File: src/ias_pkg.sv
package ias_pkg;

    localparam int MaxLevels  = 3;
    localparam int FrameBytes = 9;
    localparam int UidBytes   = 10;

    // action codes on the input tuser
    localparam logic [1:0] ACT_START = 2'd0;
    localparam logic [1:0] ACT_BYTE  = 2'd1;
    localparam logic [1:0] ACT_END   = 2'd2;

    // receive status codes
    localparam logic [1:0] RX_OK      = 2'd0;
    localparam logic [1:0] RX_COLL    = 2'd1;
    localparam logic [1:0] RX_LINK    = 2'd2;
    localparam logic [1:0] RX_TIMEOUT = 2'd3;

    // result status codes
    localparam logic [2:0] ST_OK       = 3'd0;
    localparam logic [2:0] ST_COLL     = 3'd1;
    localparam logic [2:0] ST_INTERNAL = 3'd2;
    localparam logic [2:0] ST_BAD_SAK  = 3'd3;
    localparam logic [2:0] ST_CRC      = 3'd4;
    localparam logic [2:0] ST_LINK     = 3'd5;
    localparam logic [2:0] ST_TIMEOUT  = 3'd6;

    localparam logic [7:0]  SEL_CL1     = 8'h93;
    localparam logic [7:0]  NVB_SELECT  = 8'h70;
    localparam logic [7:0]  CASCADE_TAG = 8'h88;
    localparam logic [15:0] CRC_PRESET  = 16'h6363;
    localparam logic [15:0] CRC_POLY    = 16'h8408;

    typedef enum logic [1:0] {
        OP_START,
        OP_BYTE,
        OP_END
    } t_op;

    typedef enum logic [1:0] {
        PH_IDLE,
        PH_ANTICOLL,
        PH_SELECT
    } t_phase;

    typedef enum logic [2:0] {
        S_IDLE,
        S_BEGIN,
        S_FRAME,
        S_CRC,
        S_EMIT,
        S_FIN,
        S_RES,
        S_FAIL
    } t_state;

    typedef struct packed {
        t_op        op;
        logic [7:0] rx_byte;
        logic [1:0] rx_status;
        logic       coll_pos_valid;
        logic [4:0] coll_pos;
        logic [2:0] rx_last_bits;
    } t_cmd;

    function automatic logic [15:0] crc_byte(input logic [15:0] crc, input logic [7:0] b);
        logic [15:0] c;
        c = crc ^ {8'h00, b};
        for (int k = 0; k < 8; k++) begin
            c = c[0] ? ((c >> 1) ^ CRC_POLY) : (c >> 1);
        end
        return c;
    endfunction

endpackage

File: src/iso14443a_anticollision_select_core.sv
// path: an accepted start reaches the first frame byte at the output, and an accepted
// end reaches the next anticollision or select frame, through the front register, a
// queue slot and the sequencer setup, with the crc_a steps added for a select frame
// throughput: one byte transaction per cycle while the sequencer is idle; frames and results leave one byte
// per cycle while the output is taken
// reset: synchronous active-low i_rst_n clears queue, sequencer and phase, and sets level to 1
module iso14443a_anticollision_select_core
    import ias_pkg::*;
(
    input  logic        i_clk,
    input  logic        i_rst_n,
    input  logic        i_s_axis_tvalid,
    output logic        o_s_axis_tready,
    input  logic [23:0] i_s_axis_tdata,  // rx_byte, rx_status, coll_pos_valid, coll_pos, rx_last_bits
    input  logic [1:0]  i_s_axis_tuser,  // action
    output logic        o_m_axis_tvalid,
    input  logic        i_m_axis_tready,
    output logic [31:0] o_m_axis_tdata,  // out_byte, tx_last_bits, rx_align, status, uid_size, sak
    output logic        o_m_axis_tuser,  // kind
    output logic        o_m_axis_tlast
);

    logic q_full, q_empty, push, pop;
    t_cmd f_cmd, q_cmd;

    ias_front u_front (
        .i_clk           (i_clk),
        .i_rst_n         (i_rst_n),
        .i_s_axis_tvalid (i_s_axis_tvalid),
        .o_s_axis_tready (o_s_axis_tready),
        .i_s_axis_tdata  (i_s_axis_tdata),
        .i_s_axis_tuser  (i_s_axis_tuser),
        .i_q_full        (q_full),
        .o_push          (push),
        .o_cmd           (f_cmd)
    );

    ias_queue u_queue (
        .i_clk   (i_clk),
        .i_rst_n (i_rst_n),
        .i_push  (push),
        .i_cmd   (f_cmd),
        .o_full  (q_full),
        .i_pop   (pop),
        .o_empty (q_empty),
        .o_cmd   (q_cmd)
    );

    ias_back u_back (
        .i_clk           (i_clk),
        .i_rst_n         (i_rst_n),
        .i_q_empty       (q_empty),
        .i_cmd           (q_cmd),
        .o_pop           (pop),
        .o_m_axis_tvalid (o_m_axis_tvalid),
        .i_m_axis_tready (i_m_axis_tready),
        .o_m_axis_tdata  (o_m_axis_tdata),
        .o_m_axis_tuser  (o_m_axis_tuser),
        .o_m_axis_tlast  (o_m_axis_tlast)
    );

endmodule

File: src/ias_front.sv
module ias_front
    import ias_pkg::*;
(
    input  logic        i_clk,
    input  logic        i_rst_n,
    input  logic        i_s_axis_tvalid,
    output logic        o_s_axis_tready,
    input  logic [23:0] i_s_axis_tdata,  // rx_byte, rx_status, coll_pos_valid, coll_pos, rx_last_bits
    input  logic [1:0]  i_s_axis_tuser,  // action
    input  logic        i_q_full,
    output logic        o_push,
    output t_cmd        o_cmd
);

    logic r_valid, n_valid;
    t_cmd r_cmd, n_cmd;
    logic accept, keep;
    t_op  op_dec;

    always_comb begin
        keep   = 1'b1;
        op_dec = OP_START;
        case (i_s_axis_tuser)
            ACT_START: op_dec = OP_START;
            ACT_BYTE:  op_dec = OP_BYTE;
            ACT_END:   op_dec = OP_END;
            default:   keep = 1'b0;
        endcase
    end

    assign o_s_axis_tready = !r_valid || !i_q_full;
    assign accept          = i_s_axis_tvalid && o_s_axis_tready;
    assign o_push          = r_valid && !i_q_full;
    assign o_cmd           = r_cmd;

    always_comb begin
        n_valid = o_push ? 1'b0 : r_valid;
        n_cmd   = r_cmd;
        if (accept && keep) begin
            n_valid              = 1'b1;
            n_cmd.op             = op_dec;
            n_cmd.rx_byte        = i_s_axis_tdata[7:0];
            n_cmd.rx_status      = i_s_axis_tdata[9:8];
            n_cmd.coll_pos_valid = i_s_axis_tdata[10];
            n_cmd.coll_pos       = i_s_axis_tdata[15:11];
            n_cmd.rx_last_bits   = i_s_axis_tdata[18:16];
        end
    end

    always_ff @(posedge i_clk) begin
        if (!i_rst_n) begin
            r_valid <= 1'b0;
        end else begin
            r_valid <= n_valid;
        end
        r_cmd <= n_cmd;
    end

endmodule

File: src/ias_queue.sv
module ias_queue
    import ias_pkg::*;
(
    input  logic i_clk,
    input  logic i_rst_n,
    input  logic i_push,
    input  t_cmd i_cmd,
    output logic o_full,
    input  logic i_pop,
    output logic o_empty,
    output t_cmd o_cmd
);

    t_cmd       r_mem [2];
    logic       r_wp, r_rp;
    logic [1:0] r_count;

    assign o_full  = (r_count == 2'd2);
    assign o_empty = (r_count == 2'd0);
    assign o_cmd   = r_mem[r_rp];

    always_ff @(posedge i_clk) begin
        if (!i_rst_n) begin
            r_wp    <= 1'b0;
            r_rp    <= 1'b0;
            r_count <= 2'd0;
        end else begin
            if (i_push) begin
                r_wp <= ~r_wp;
            end
            if (i_pop) begin
                r_rp <= ~r_rp;
            end
            r_count <= r_count + {1'b0, i_push} - {1'b0, i_pop};
        end
        if (i_push) begin
            r_mem[r_wp] <= i_cmd;
        end
    end

endmodule

File: src/ias_back.sv
module ias_back
    import ias_pkg::*;
(
    input  logic        i_clk,
    input  logic        i_rst_n,
    input  logic        i_q_empty,
    input  t_cmd        i_cmd,
    output logic        o_pop,
    output logic        o_m_axis_tvalid,
    input  logic        i_m_axis_tready,
    output logic [31:0] o_m_axis_tdata,
    output logic        o_m_axis_tuser,
    output logic        o_m_axis_tlast
);

    t_state      r_state, n_state;
    t_phase      r_phase, n_phase;
    logic [1:0]  r_level, n_level;
    logic [5:0]  r_kbc, n_kbc;
    logic [3:0]  r_rxi, n_rxi;
    logic [7:0]  r_fs [FrameBytes];
    logic [7:0]  n_fs [FrameBytes];
    logic [7:0]  r_uid [UidBytes];
    logic [7:0]  n_uid [UidBytes];
    logic [3:0]  r_cnt, n_cnt;
    logic [3:0]  r_used, n_used;
    logic [2:0]  r_txl, n_txl;
    logic [15:0] r_crc, n_crc;
    logic [2:0]  r_lbits, n_lbits;
    logic [2:0]  r_err, n_err;

    logic        r_ov;
    logic        r_o_kind, r_o_last;
    logic [7:0]  r_o_byte, r_o_sak;
    logic [2:0]  r_o_txl, r_o_rxa, r_o_st;
    logic [3:0]  r_o_size;
    logic        out_free, out_load;
    logic        o_kind, o_last;
    logic [7:0]  o_byte, o_sak;
    logic [2:0]  o_txl, o_rxa, o_st;
    logic [3:0]  o_size;

    logic [3:0]  start, room, idx, rd_addr, nres, fidx;
    logic [5:0]  pos;
    logic [7:0]  mask, fs_rd, rx_v, m_part, xor_bcc;
    logic [15:0] crc_n, crc_s;
    logic        cmd_ok;

    assign out_free = !r_ov || i_m_axis_tready;
    assign cmd_ok   = (r_state == S_IDLE) && !i_q_empty;
    assign o_pop    = cmd_ok;

    assign start  = (r_phase == PH_SELECT) ? 4'd6 : 4'd2 + {1'b0, r_kbc[5:3]};
    assign room   = 4'(FrameBytes) - start;
    assign pos    = (i_cmd.coll_pos == 5'd0) ? 6'd32 : {1'b0, i_cmd.coll_pos};
    assign idx    = 4'd1 + {1'b0, pos[5:3]} + {3'b000, pos[2:0] != 3'd0};
    assign mask   = 8'd1 << 3'(pos - 6'd1);
    assign nres   = {1'b0, r_level, 1'b0} + {2'b00, r_level} + 4'd1;
    assign fidx   = 4'd2 + {1'b0, r_kbc[5:3]};
    assign m_part = 8'((9'd1 << r_kbc[2:0]) - 9'd1);
    assign xor_bcc = r_fs[2] ^ r_fs[3] ^ r_fs[4] ^ r_fs[5];
    assign crc_s  = crc_byte(CRC_PRESET, r_fs[6]);

    // single addressed read port on the frame store; fixed bytes are read directly
    always_comb begin
        case (r_state)
            S_IDLE:  rd_addr = (i_cmd.op == OP_END) ? idx : start + r_rxi;
            default: rd_addr = r_cnt;
        endcase
    end
    assign fs_rd = (rd_addr < 4'(FrameBytes)) ? r_fs[rd_addr] : 8'h00;
    assign crc_n = crc_byte(r_crc, fs_rd);

    // partial first byte keeps the known low bits
    assign rx_v = (r_phase == PH_ANTICOLL && r_rxi == 4'd0 && r_kbc[2:0] != 3'd0)
                ? ((fs_rd & m_part) | (i_cmd.rx_byte & ~m_part)) : i_cmd.rx_byte;

    // next state
    always_comb begin
        n_state = r_state;
        case (r_state)
            S_IDLE: begin
                if (cmd_ok) begin
                    case (i_cmd.op)
                        OP_START: n_state = S_BEGIN;
                        OP_END: begin
                            if (r_phase != PH_IDLE) begin
                                if (i_cmd.rx_status == RX_TIMEOUT || i_cmd.rx_status == RX_LINK
                                    || r_rxi > room) begin
                                    n_state = S_FAIL;
                                end else if (i_cmd.rx_status == RX_COLL) begin
                                    n_state = (!i_cmd.coll_pos_valid || pos <= r_kbc)
                                            ? S_FAIL : S_FRAME;
                                end else begin
                                    n_state = (r_phase == PH_ANTICOLL) ? S_FRAME : S_FIN;
                                end
                            end
                        end
                        default: n_state = S_IDLE;
                    endcase
                end
            end
            S_BEGIN: n_state = S_FRAME;
            S_FRAME: n_state = r_kbc[5] ? S_CRC : S_EMIT;
            S_CRC:   n_state = (r_cnt == 4'd6) ? S_EMIT : S_CRC;
            S_EMIT: begin
                if (out_free && r_cnt == r_used - 4'd1) begin
                    n_state = S_IDLE;
                end
            end
            S_FIN: begin
                if (r_rxi != 4'd3 || r_lbits != 3'd0 || r_fs[7] != crc_s[7:0]
                    || r_fs[8] != crc_s[15:8]) begin
                    n_state = S_FAIL;
                end else if (r_fs[6][2]) begin
                    n_state = (r_level >= 2'(MaxLevels)) ? S_FAIL : S_BEGIN;
                end else begin
                    n_state = S_RES;
                end
            end
            S_RES: begin
                if (out_free && r_cnt == nres - 4'd1) begin
                    n_state = S_IDLE;
                end
            end
            S_FAIL:  n_state = out_free ? S_IDLE : S_FAIL;
            default: n_state = S_IDLE;
        endcase
    end

    // datapath
    always_comb begin
        n_phase = r_phase;
        n_level = r_level;
        n_kbc   = r_kbc;
        n_rxi   = r_rxi;
        n_fs    = r_fs;
        n_uid   = r_uid;
        n_cnt   = r_cnt;
        n_used  = r_used;
        n_txl   = r_txl;
        n_crc   = r_crc;
        n_lbits = r_lbits;
        n_err   = r_err;
        case (r_state)
            S_IDLE: begin
                n_cnt = 4'd0;
                if (cmd_ok) begin
                    case (i_cmd.op)
                        OP_START: n_level = 2'd1;
                        OP_BYTE: begin
                            if (r_phase != PH_IDLE) begin
                                if (r_rxi < room) begin
                                    n_fs[start + r_rxi] = rx_v;
                                end
                                if (r_rxi != 4'd15) begin
                                    n_rxi = r_rxi + 4'd1;
                                end
                            end
                        end
                        OP_END: begin
                            n_lbits = i_cmd.rx_last_bits;
                            if (r_phase != PH_IDLE) begin
                                n_phase = PH_IDLE;
                                if (i_cmd.rx_status == RX_TIMEOUT) begin
                                    n_err = ST_TIMEOUT;
                                end else if (i_cmd.rx_status == RX_LINK) begin
                                    n_err = ST_LINK;
                                end else if (r_rxi > room) begin
                                    n_err = ST_INTERNAL;
                                end else if (i_cmd.rx_status == RX_COLL) begin
                                    if (!i_cmd.coll_pos_valid) begin
                                        n_err = ST_COLL;
                                    end else if (pos <= r_kbc) begin
                                        n_err = ST_INTERNAL;
                                    end else begin
                                        n_phase   = r_phase;
                                        n_kbc     = pos;
                                        n_fs[idx] = fs_rd | mask;
                                    end
                                end else begin
                                    n_phase = r_phase;
                                    if (r_phase == PH_ANTICOLL) begin
                                        n_kbc = 6'd32;
                                    end
                                end
                            end
                        end
                        default: n_cnt = 4'd0;
                    endcase
                end
            end
            S_BEGIN: begin
                n_fs[0] = SEL_CL1 + {5'd0, r_level - 2'd1, 1'b0};
                for (int i = 1; i < FrameBytes; i++) begin
                    n_fs[i] = 8'h00;
                end
                n_kbc = 6'd0;
            end
            S_FRAME: begin
                n_rxi = 4'd0;
                n_cnt = 4'd0;
                if (r_kbc[5]) begin
                    n_fs[1] = NVB_SELECT;
                    n_fs[6] = xor_bcc;
                    n_crc   = CRC_PRESET;
                    n_phase = PH_SELECT;
                end else begin
                    n_fs[1] = {fidx, 1'b0, r_kbc[2:0]};
                    n_used  = fidx + {3'b000, r_kbc[2:0] != 3'd0};
                    n_txl   = r_kbc[2:0];
                    n_phase = PH_ANTICOLL;
                end
            end
            S_CRC: begin
                n_crc = crc_n;
                n_cnt = r_cnt + 4'd1;
                if (r_cnt == 4'd6) begin
                    n_fs[7] = crc_n[7:0];
                    n_fs[8] = crc_n[15:8];
                    n_used  = 4'(FrameBytes);
                    n_txl   = 3'd0;
                    n_cnt   = 4'd0;
                end
            end
            S_EMIT, S_RES: begin
                if (out_free) begin
                    n_cnt = r_cnt + 4'd1;
                end
            end
            S_FIN: begin
                for (int i = 0; i < 4; i++) begin
                    if (r_fs[2] == CASCADE_TAG) begin
                        if (i < 3) begin
                            case (r_level)
                                2'd1:    n_uid[i]     = r_fs[3 + i];
                                2'd2:    n_uid[3 + i] = r_fs[3 + i];
                                default: n_uid[6 + i] = r_fs[3 + i];
                            endcase
                        end
                    end else begin
                        case (r_level)
                            2'd1:    n_uid[i]     = r_fs[2 + i];
                            2'd2:    n_uid[3 + i] = r_fs[2 + i];
                            default: n_uid[6 + i] = r_fs[2 + i];
                        endcase
                    end
                end
                n_cnt   = 4'd0;
                n_phase = PH_IDLE;
                if (r_rxi != 4'd3 || r_lbits != 3'd0) begin
                    n_err = ST_BAD_SAK;
                end else if (r_fs[7] != crc_s[7:0] || r_fs[8] != crc_s[15:8]) begin
                    n_err = ST_CRC;
                end else if (r_fs[6][2]) begin
                    if (r_level >= 2'(MaxLevels)) begin
                        n_err = ST_INTERNAL;
                    end else begin
                        n_phase = r_phase;
                        n_level = r_level + 2'd1;
                    end
                end
            end
            default: n_cnt = r_cnt;
        endcase
    end

    // outputs
    always_comb begin
        out_load = 1'b0;
        o_kind   = 1'b0;
        o_byte   = 8'h00;
        o_txl    = 3'd0;
        o_rxa    = 3'd0;
        o_st     = ST_OK;
        o_size   = 4'd0;
        o_sak    = 8'h00;
        o_last   = 1'b0;
        case (r_state)
            S_EMIT: begin
                out_load = out_free;
                o_byte   = fs_rd;
                o_txl    = r_txl;
                o_rxa    = r_txl;
                o_last   = (r_cnt == r_used - 4'd1);
            end
            S_RES: begin
                out_load = out_free;
                o_kind   = 1'b1;
                o_byte   = (r_cnt < 4'(UidBytes)) ? r_uid[r_cnt] : 8'h00;
                o_size   = nres;
                o_sak    = r_fs[6];
                o_last   = (r_cnt == nres - 4'd1);
            end
            S_FAIL: begin
                out_load = out_free;
                o_kind   = 1'b1;
                o_st     = r_err;
                o_last   = 1'b1;
            end
            default: out_load = 1'b0;
        endcase
    end

    always_ff @(posedge i_clk) begin
        if (!i_rst_n) begin
            r_state <= S_IDLE;
            r_phase <= PH_IDLE;
            r_level <= 2'd1;
            r_kbc   <= 6'd0;
            r_rxi   <= 4'd0;
            r_crc   <= CRC_PRESET;
            r_cnt   <= 4'd0;
            r_ov    <= 1'b0;
        end else begin
            r_state <= n_state;
            r_phase <= n_phase;
            r_level <= n_level;
            r_kbc   <= n_kbc;
            r_rxi   <= n_rxi;
            r_crc   <= n_crc;
            r_cnt   <= n_cnt;
            if (out_load) begin
                r_ov <= 1'b1;
            end else if (i_m_axis_tready) begin
                r_ov <= 1'b0;
            end
        end
        r_fs    <= n_fs;
        r_uid   <= n_uid;
        r_used  <= n_used;
        r_txl   <= n_txl;
        r_lbits <= n_lbits;
        r_err   <= n_err;
        if (out_load) begin
            r_o_kind <= o_kind;
            r_o_byte <= o_byte;
            r_o_txl  <= o_txl;
            r_o_rxa  <= o_rxa;
            r_o_st   <= o_st;
            r_o_size <= o_size;
            r_o_sak  <= o_sak;
            r_o_last <= o_last;
        end
    end

    assign o_m_axis_tvalid = r_ov;
    assign o_m_axis_tuser  = r_o_kind;
    assign o_m_axis_tlast  = r_o_last;
    assign o_m_axis_tdata  = {3'b000, r_o_sak, r_o_size, r_o_st, r_o_rxa, r_o_txl, r_o_byte};

`ifndef ASSERT_OFF
    a_kbc_range: assert property (@(posedge i_clk) disable iff (!i_rst_n)
        r_kbc <= 6'd32) else $error("known bit count beyond 32");
    a_level_range: assert property (@(posedge i_clk) disable iff (!i_rst_n)
        r_level != 2'd0) else $error("cascade level zero");
    a_emit_cnt: assert property (@(posedge i_clk) disable iff (!i_rst_n)
        r_state == S_EMIT |-> r_cnt < r_used) else $error("frame emit past end");
    a_crc_cnt: assert property (@(posedge i_clk) disable iff (!i_rst_n)
        r_state == S_CRC |-> r_cnt < 4'd7) else $error("crc pointer past bcc");
    a_fail_idle: assert property (@(posedge i_clk) disable iff (!i_rst_n)
        r_state == S_FAIL |-> r_phase == PH_IDLE) else $error("fail while phase active");
`endif

endmodule
File: config.mk
export PLATFORM = sky130hd
export DESIGN_NAME = iso14443a_anticollision_select_core
export DESIGN_NICKNAME = d
export VERILOG_FILES = /design/src/ias_pkg.sv /design/src/iso14443a_anticollision_select_core.sv /design/src/ias_front.sv /design/src/ias_queue.sv /design/src/ias_back.sv
export SDC_FILE = /design/constraint.sdc
export NUM_CORES = 1
export LEC_CHECK = 0
export BUFFER_PORTS_ARGS = -buffer_cell sky130_fd_sc_hd__buf_4
export CORE_UTILIZATION = 62
export DETAILED_ROUTE_END_ITERATION = 6
export GPL_TIMING_DRIVEN = 0
export PLACE_DENSITY = 0.9
export SETUP_SLACK_MARGIN = 0.02
export SYNTH_ARGS = -nofsm -noshare
export SYNTH_HDL_FRONTEND = slang
export SYNTH_SLANG_ARGS = --single-unit
File: constraint.sdc
create_clock -name i_clk -period 7.6 [get_ports i_clk]
set_clock_uncertainty 0.15 [all_clocks]
set_input_delay 0.76 -clock i_clk [delete_from_list [all_inputs] [get_ports i_clk]]
set_output_delay 0.76 -clock i_clk [all_outputs]
set_load 0.02 [all_outputs]
Yosys cells after proc, flatten, opt, wreduce, memory -nomap -nowiden
Memory sizes are Yosys's and may differ from the RTL's. A register that Yosys moved wholly into a read port is not among the register bits.
Cells that the tools add are included.
- register bits after elaboration: 257
- memory bits (writable): 42
- input port bits: 30
- output and inout port bits: 36
- memories kept: 1
- memory list (memory ; words ; width ; rd ports ; clocked after Yosys merged registers in ; write ports ; RTL line ; source):
    u_queue.r_mem ; 2 ; 21 ; 1 ; 1 ; 1 ; ias_queue.sv:14 ; t_cmd r_mem [2];
- $add $sub $neg: 19
- magnitude comparators: 12
- equality and inequality tests: 64
- shift-type cells: 2
- muxes and demuxes: 174
- bitwise logic cells: 34
- reductions and logical operators: 68
- operators by type and width (kind ; count):
    $mux W72 ; 10
    $mux W8 ; 38
    $mux W16 ; 18
    $bwmux W72 ; 2
    $pmux W72 S2 ; 1
    $mux W3 ; 29
    $mux W6 ; 11
    $bmux W8 S4 ; 2
    $demux W8 S4 ; 2
    $pmux W32 S2 ; 1
    $pmux W16 S3 ; 1
    $pmux W8 S3 ; 2
    $not A2 Y3 ; 15
    $mux W4 ; 11
    $mux W2 ; 20
    $ne A3 B3 Y1 const B ; 11
    $pmux W16 S2 ; 1
    $pmux W8 S2 ; 2
    $ne A2 B2 Y1 const B ; 13
    $reduce_and A13 Y1 ; 2
    $pmux W3 S8 ; 1
    $reduce_and A12 Y1 ; 2
    $xor A8 B8 Y8 ; 3
    $reduce_bool A3 Y1 ; 7
    72 further kinds ; 168

Logic depth before layout (Yosys ltp)
Gate-level depths: netlist (run 1).
- depth after elaboration: 30
- mapped depth: 19

Cells and area by module
From an unflattened synthesis (run 1), not the netlist that was laid out.
- cells, all modules: 1390
- area total of the unflattened synthesis: 16120.5 um^2
- by module, submodules not included (module ; instances ; cells each ; area each (um^2)):
    ias_back ; 1 ; 1270 ; 13624.3
    ias_queue ; 1 ; 86 ; 1745.4
    ias_front ; 1 ; 34 ; 750.7

Worst setup path before layout (run 1)
No wires, ideal clock.
- path kind: flip-flop to flip-flop
- from: register with a tool-made name
- to: register u_back.r_fs[24] in the netlist's numbering (enable)
- library setup time: 0.477 ns
- arrival time: 5.543 ns
- data required time: 6.973 ns
- setup slack: 1.429 ns
- cell stages (with the launch flop): 15
- path through: dfxtp_1 -> buf_2 -> buf_1 -> clkbuf_1 -> mux2_2 -> ha_1 -> o21a_1 -> o21a_1 -> o21a_1 -> o21a_1 -> o21a_1 -> nand4b_1 -> a221oi_1 -> nor2_1 -> nor3_1
- RTL lines (what ; RTL line ; source):
    end signal: assignment ; ias_back.sv:329 ; r_fs <= n_fs;
    end: declaration ; ias_back.sv:21 ; logic [7:0] r_fs [FrameBytes];

==> results of run 1 <==
==> power by group <==
part           internal (mW)  switching (mW)
clock                   1.04           0.666
sequential              2.18           0.218
combinational           1.24            2.42
total                   4.46            3.30
==> layout by cell type (no fill, tap or decap), types with 28 or more instances in the layout <==
cell type  instances
a21oi_1           77
buf_4             66
clkbuf_1          86
clkbuf_16         37
dfxtp_1           44
edfxtp_1         256
ha_1              42
inv_1             48
mux2i_1          115
nand2_1          185
nor2_1           108
o21ai_0           85
o22ai_1           44
xnor2_1           51
xor2_1            28
==> how the worst max path moves through the flow <==
stage,start,end,slack (ps),depth (start not counted)
global placement,register,u_back.r_fs[53]$_SDFFCE_PP0P_,-330,14
global route,register,u_back.r_fs[14]$_DFFE_PP_,330,18
floorplan,register,u_back.r_fs[24]$_SDFFCE_PP0P_,1430,14
CTS,register,u_back.r_fs[14]$_DFFE_PP_,690,18
detailed placement,register,u_back.r_fs[14]$_DFFE_PP_,620,18
finish,register,u_back.r_fs[14]$_DFFE_PP_,430,18
==> flip-flops by register name, indices dropped and copies added, names as in the netlist, 4 cells and up, named ones only <==
register	cells
u_front.o_cmd	21
u_back.r_o_byte	8
u_back.r_crc	16
u_back.r_rxi	4
u_back.r_cnt	4
u_back.r_fs	72
u_queue.r_mem	42
u_back.r_used	4
u_back.r_kbc	6
u_back.r_o_sak	8
u_back.r_o_size	4
u_back.r_uid	80
==> stage by stage <==
stage          hold slack, ps  setup TNS, ps  worst slack (ps)  utilization (%)  std cells
6_report                  276              0               429             71.4       1974
5_1_grt                   266              0               327             71.4       1974
4_1_cts                   269              0               688             71.4       1973
3_5_place_dp              281              0               623             66.9       1911
3_3_place_gp              272         -12090              -329             66.5       1904
2_1_floorplan             271              0              1430                -       1513
==> kinds of logic (layout without fill, tap and decap cells) <==
family	after synthesis	in the layout	share of synthesized area [%]
compound gates	325	325	12.4
xor+xnor	88	88	5.17
fa+ha+maj	43	43	3.31
buf+inv	151	277	3.77
flops	300	300	52.0
mux	153	153	10.9
other cells	1	3	0.0228
simple gates	450	450	12.4
==> cell usage after synthesis, drive strengths merged (3+ instances only) <==
master	instances
edfxtp	256
nand2	185
mux2i	116
nor2	111
o21ai	98
a21oi	80
clkbuf	79
xnor2	56
inv	49
dfxtp	44
o22ai	44
ha	42
xor2	30
and2	24
nand3	24
buf	23
and3	21
nor3	21
o221ai	21
mux2	19
mux4	18
nand2b	13
o21a	11
a31oi	10
nand4	10
or2	10
nor2b	9
a21boi	8
a21o	8
a22oi	8
nor4	8
or3	6
o31ai	5
a221oi	4
o211ai	4
nand3b	3
o2111ai	3
o31a	3
==> worst max-delay path, delay by kind of cell, from the launching register on <==
family                     cells  cell delay (ps)
muxes                          5             2270
AOI/OAI and AO/OA              4             1170
buffers and inverters          7             2370
and+or+nand+nor                1              320
adders and majority gates      1              310
DFF                            1              300
==> layer usage <==
layer | global-route usage, % | up-vias | wire length [µm] | part of all wire (%)
met3 | 9.39 | 207 | 6770 | 14
li1 | - | 5734 | - | -
met2 | 56.9 | 1128 | 22200 | 45
met1 | 47.8 | 6239 | 17800 | 36
met4 | 17.9 | 0 | 2370 | 4.8
met5 | 0 | - | 0 | 0
==> layout make-up <==
type	count	area (µm²)
clock inverters	16	188
multi-input cells	1062	7320
repair buffers	64	510
clock buffers	46	980
plain buffers	102	438
inverters	49	184
fillers	1771	7450
flip-flops and latches	300	8570
well taps	335	419
==> run_results.csv, run 1 <==
group,metric,value,unit
outcome,status,"finished, violations left",
outcome,violations,"capacitance limit, slew limit",
grt,grt_start_max_net_pins,25,
grt,antenna_found_initial,0,
logic_synthesis,seq_area_frac_synth,52.0,%
final_layout,stdcell_area,0.0186,mm²
grt,track_usage,36.7,%
cts,root_buffer,"clkbuf_16",
floorplan,die_w,165,µm
power,ir_drop,0.376,mV
sta,setup_viol,0,
cts,cts_tree,"done",
critical_path,path_common_cell,"mux2i_1",
logic_synthesis,synth_edf_count,256,
final_layout,layout-drive-gt1-share,12.8,%
critical_path,path_class,"reg2reg",
floorplan,die-height,165,µm
critical_path,crit_path_top_delay_cell,"mux2i_1",
sta,drv_slew,1,
logic_synthesis,synth.distinct_cells,76,
sta,worst_pin_slew,1470,ps
placed_design,gp_congestion,0.986,
critical_path,reg2reg_setup_slack,430,ps
power,finalPower,7.77,mW
final_layout,nets,1686,
final_layout,diodes,0,
min_path,hold_class,"in2reg",
cts,cts_buffers,34,
critical_path,arrival,7270,ps
logic_synthesis,synth_cells,1511,
critical_path,cp_max_fo,10,
critical_path,crit_chain,"buf_2 > buf_1 > clkbuf_1 > mux2i_1 > inv_1 > ha_1 > or2_2 > a31oi_1 > buf_4 > buf_2 > mux2i_1 > mux2i_1 > mux2i_1 > o21ai_1 > mux2i_1 > inv_1 > a21oi_1 > o21ai_0",
critical_path,required,7700,ps
grt,grt_pass1_vias,12869,
min_path,holdPathStages,1,
grt,grt_first_pass_wirelength,73500,µm
logic_synthesis,ys_ff_latch,300,
floorplan,die_area,0.0272,mm²
logic_synthesis,yosysWarnings,0,
cts,clk_pin_slew_worst_paths,60,ps
logic_synthesis,syn-cell-area,0.0165,mm²
placed_design,hpwl,35500,µm
power,powerDensity,417,mW/mm²
route,drtIter0Drc,2167,
route,vias,13308,
cts,clock_path_buffers,3,
cts,cts_sinks,300,
route,wirelength,49100,µm
placed_design,placed_area,0.0174,mm²
cts,htree_levels,2,
min_path,min_to,"u_front.o_cmd[16]$_DFFE_PP_",
floorplan,pin_count,66,
sta,max_freq,0.139,GHz
route,avgViaCountPerCell,6.74,
cts,cts-resized-gates,0,
route,wl_per_cell,24.9,µm
critical_path,r2r_cells,18,
logic_synthesis,avgSynthCellArea,10.9,µm²
sta,fin_crit,7170,ps
route,drc,0,
route,dr.pass1.iters,7,
sta,slew_headroom,-1.04,%
grt,grt_overflow,0,
floorplan,start_util,63.2,%
critical_path,end_kind,"register",
logic_synthesis,synth.area.top_cells,"edfxtp_1 (47%), mux2i_1 (7.0%), dfxtp_1 (5.3%), nand2_1 (4.2%), ha_1 (3.2%)",
power,p_leak,6.96,nW
logic_synthesis,synthFlopType,"edfxtp_1",
floorplan,core_area,0.0261,mm²
critical_path,r2r_end,"u_back.r_fs[14]$_DFFE_PP_",
cts,cts_hold_buffers,0,
critical_path,cpPeakStageDelay,1260,ps
sta,fin_crit_sh,94.4,%
logic_synthesis,synthArstFlopShare,0,%
flow_run,cap_violations,1,
min_path,hold_path_startpoint,"i_s_axis_tdata[5]",
floorplan,rows,59,
cts,postCtsSetupRepairBufs,0,
critical_path,critPathLaunchType,"register",
placed_design,port_buffers,56,
sta,rsz0062_at_grt,"false",
route,antenna_left,0,
logic_synthesis,synth_area_leader_cell,"edfxtp_1",
logic_synthesis,synth_top_area_share,46.7,%
cts,clkLatencyLatePin,520,ps
final_layout,area_growth,13.0,%
sta,hold_viol_final,0,
Power figures use the tool's default switching activity.
==> run 2, diff against run 1 <==
--- a/config.mk
+++ b/config.mk
@@ -6,10 +6,10 @@
 export NUM_CORES = 1
 export LEC_CHECK = 0
 export BUFFER_PORTS_ARGS = -buffer_cell sky130_fd_sc_hd__buf_4
-export CORE_UTILIZATION = 62
+export CORE_UTILIZATION = 45
 export DETAILED_ROUTE_END_ITERATION = 6
 export GPL_TIMING_DRIVEN = 0
-export PLACE_DENSITY = 0.9
+export PLACE_DENSITY = 0.71
 export SETUP_SLACK_MARGIN = 0.02
 export SYNTH_ARGS = -nofsm -noshare
 export SYNTH_HDL_FRONTEND = slang
==> run 2 against run 1 <==
  * The run ends with DRC left
  * Clock power hardly changed
  * First-iteration DRC count is 27% lower
  * Total power is 0.44% lower
  * Via count is 5.0% lower
  * Sequential cell count stayed put
  * Die area is 37% higher
  * Design area is 0.97% higher
  * Non-clock buffer count stayed put
  * Register-to-register slack better by 280 ps
  * Maximum frequency is 4.1% higher
  * Worst hold slack worse by 23 ps
  * Worst setup slack better by 280 ps
  * Largest cell class unchanged
  * Highest routed layer is now met5
==> run_results.csv, run 2 (synthesized netlist as in run 1, its figures left out) <==
group,metric,value,unit
floorplan,die_w,193,µm
cts,cts_buffers,34,
route,antenna_left,0,
final_layout,nets,1686,
grt,grt_overflow,0,
sta,hold_slack,254,ps
sta,max_freq,0.145,GHz
grt,antenna_found_initial,1,
floorplan,die-height,193,µm
outcome,status,"finished, violations left",
grt,use_met2,39.6,%
cts,clkLatencyLatePin,530,ps
sta,drv_slew,0,
placed_design,placed_area,0.0176,mm²
power,finalPower,7.73,mW
power,p_leak,6.97,nW
final_layout,area_growth,14.1,%
sta,rsz0062_at_grt,"false",
placed_design,gp_congestion,0.995,
floorplan,pin_count,66,
cts,cts_sinks,300,
placed_design,port_buffers,56,
final_layout,ff_latch_area,0.00857,mm²
final_layout,n_fill_cell,3158,
route,drc,10,
cts,clk_pin_slew_worst_paths,60,ps
floorplan,rows,69,
cts,clock_path_buffers,3,
critical_path,cp_max_fo,10,
route,wirelength,48000,µm
floorplan,die_area,0.0374,mm²
final_layout,largest-register,"u_back.r_uid",
sta,hold_viol_final,0,
route,dr.pass1.iters,7,
final_layout,largest_registers,"u_back.r_uid (80), u_back.r_fs (72), u_queue.r_mem (42)",
floorplan,core_area,0.0358,mm²
power,ir_drop,0.220,mV
final_layout,post-route-util,52.5,%
sta,fin_tns_setup,0,ps
outcome,violations,"DRC",
cts,cts_tree,"done",
sta,fin_crit,6890,ps
sta,fin_crit_sh,90.6,%
cts,root_buffer,"clkbuf_16",
cts,cts_hold_buffers,0,
sta,worst_pin_slew,1350,ps
cts,htree_levels,2,
grt,grt_start_max_net_pins,25,
grt,grt_pass1_vias,12026,
critical_path,arrival,6990,ps
power,powerDensity,411,mW/mm²
final_layout,diodes,0,
placed_design,hpwl,35800,µm
sta,setup_viol,0,
route,avgViaCountPerCell,6.03,
grt,grt_util_met1,35.4,%
critical_path,required,7700,ps
grt,grt_first_pass_wirelength,72300,µm
final_layout,final_common_cell,"edfxtp_1",
route,vias,12647,
cts,cts-resized-gates,0,
route,drtIter0Drc,1577,
final_layout,final_cell_mix,"edfxtp_1 (256), nand2_1 (185), mux2i_1 (114), nor2_1 (108), clkbuf_1 (86)",
critical_path,end_kind,"register",
final_layout,largest_register_ffs,80,
final_layout,layout-drive-gt1-share,12.8,%
final_layout,multi_input_area,0.00734,mm²
min_path,hold_class,"in2reg",
grt,grtUsageMet3,5.61,%
final_layout,stdcell_area,0.0188,mm²
critical_path,path_class,"reg2reg",
critical_path,critPathLaunchType,"register",
route,wl_per_cell,22.9,µm
grt,busiest_layer,"met2",
floorplan,start_util,46.0,%
cts,postCtsSetupRepairBufs,0,
grt,track_usage,25.6,%
flow_run,cap_violations,0,
sta,slew_headroom,7.47,%
==> run 2: changes by cell type in the layout (fill, tap and decap cells not counted), moves of 2 or more <==
cell	before	now
clkinvlp_4	4	1
bufinv_16	4	6
clkbuf_16	37	35
clkbuf_8	2	0
clkinv_2	4	2
inv_6	0	2
==> run 2: path summary, 6_finish.rpt <==
| kind | start | endpoint | slack, ps | cells after the start |
|---|---|---|---|---|
| setup reg to reg | register | u_back.r_fs[14]$_DFFE_PP_ | 710 | 18 |
| hold / removal | i_s_axis_tdata[17] | u_front.o_cmd[1]$_DFFE_PP_ | 250 | 1 |
| setup / recovery | register | u_back.r_fs[14]$_DFFE_PP_ | 710 | 18 |
| hold reg to reg | u_front.o_cmd[18]$_DFFE_PP_ | u_queue.r_mem[0][18]$_DFFE_PP_ | 280 | 0 |
==> run 2: power by group <==
part / leakage, nW / internal [mW] / switching, mW
Sequential: 2.72 / 2.18 / 0.212
Combinational: 3.69 / 1.24 / 2.37
Clock: 0.568 / 1.06 / 0.671
Total: 6.97 / 4.48 / 3.25
==> run 2: per-stage QoR <==
step           setup WS (ps)  instances
2_1_floorplan           1430       1513
5_1_grt                  472       2098
6_report                 713       2098
3_5_place_dp             474       2038
3_3_place_gp            -352       2030
4_1_cts                  459       2098
==> run 2: critical path, stage by stage, from the launching register on <==
cell and delay (ps):
dfxtp_1 310, buf_2 190, buf_1 490, clkbuf_1 540, mux2i_1 430, inv_1 80
ha_1 290, or2_2 300, a31oi_1 510, buf_4 320, buf_2 350, mux2i_1 360
mux2i_1 130, mux2i_1 140, o21ai_1 320, mux2i_2 920, inv_1 300, a21oi_1 330
o21ai_0 120
==> run 2: final cells by class <==
cell class,instances,share of cell area [%]
Buffer,102,2.33
Clock buffer,42,4.80
Clock inverter,18,1.44
Inverter,49,0.979
Multi-Input combinational cell,1062,39.1
Sequential cell,300,45.6
Tap cell,461,3.07
Timing Repair Buffer,64,2.74
==> run 2: routing by layer <==
layer | share of wire, % | up-vias
met5 | 0.027 | -
met4 | 3.6 | 2
met3 | 11 | 138
met2 | 45 | 781
met1 | 40 | 5991
li1 | - | 5735
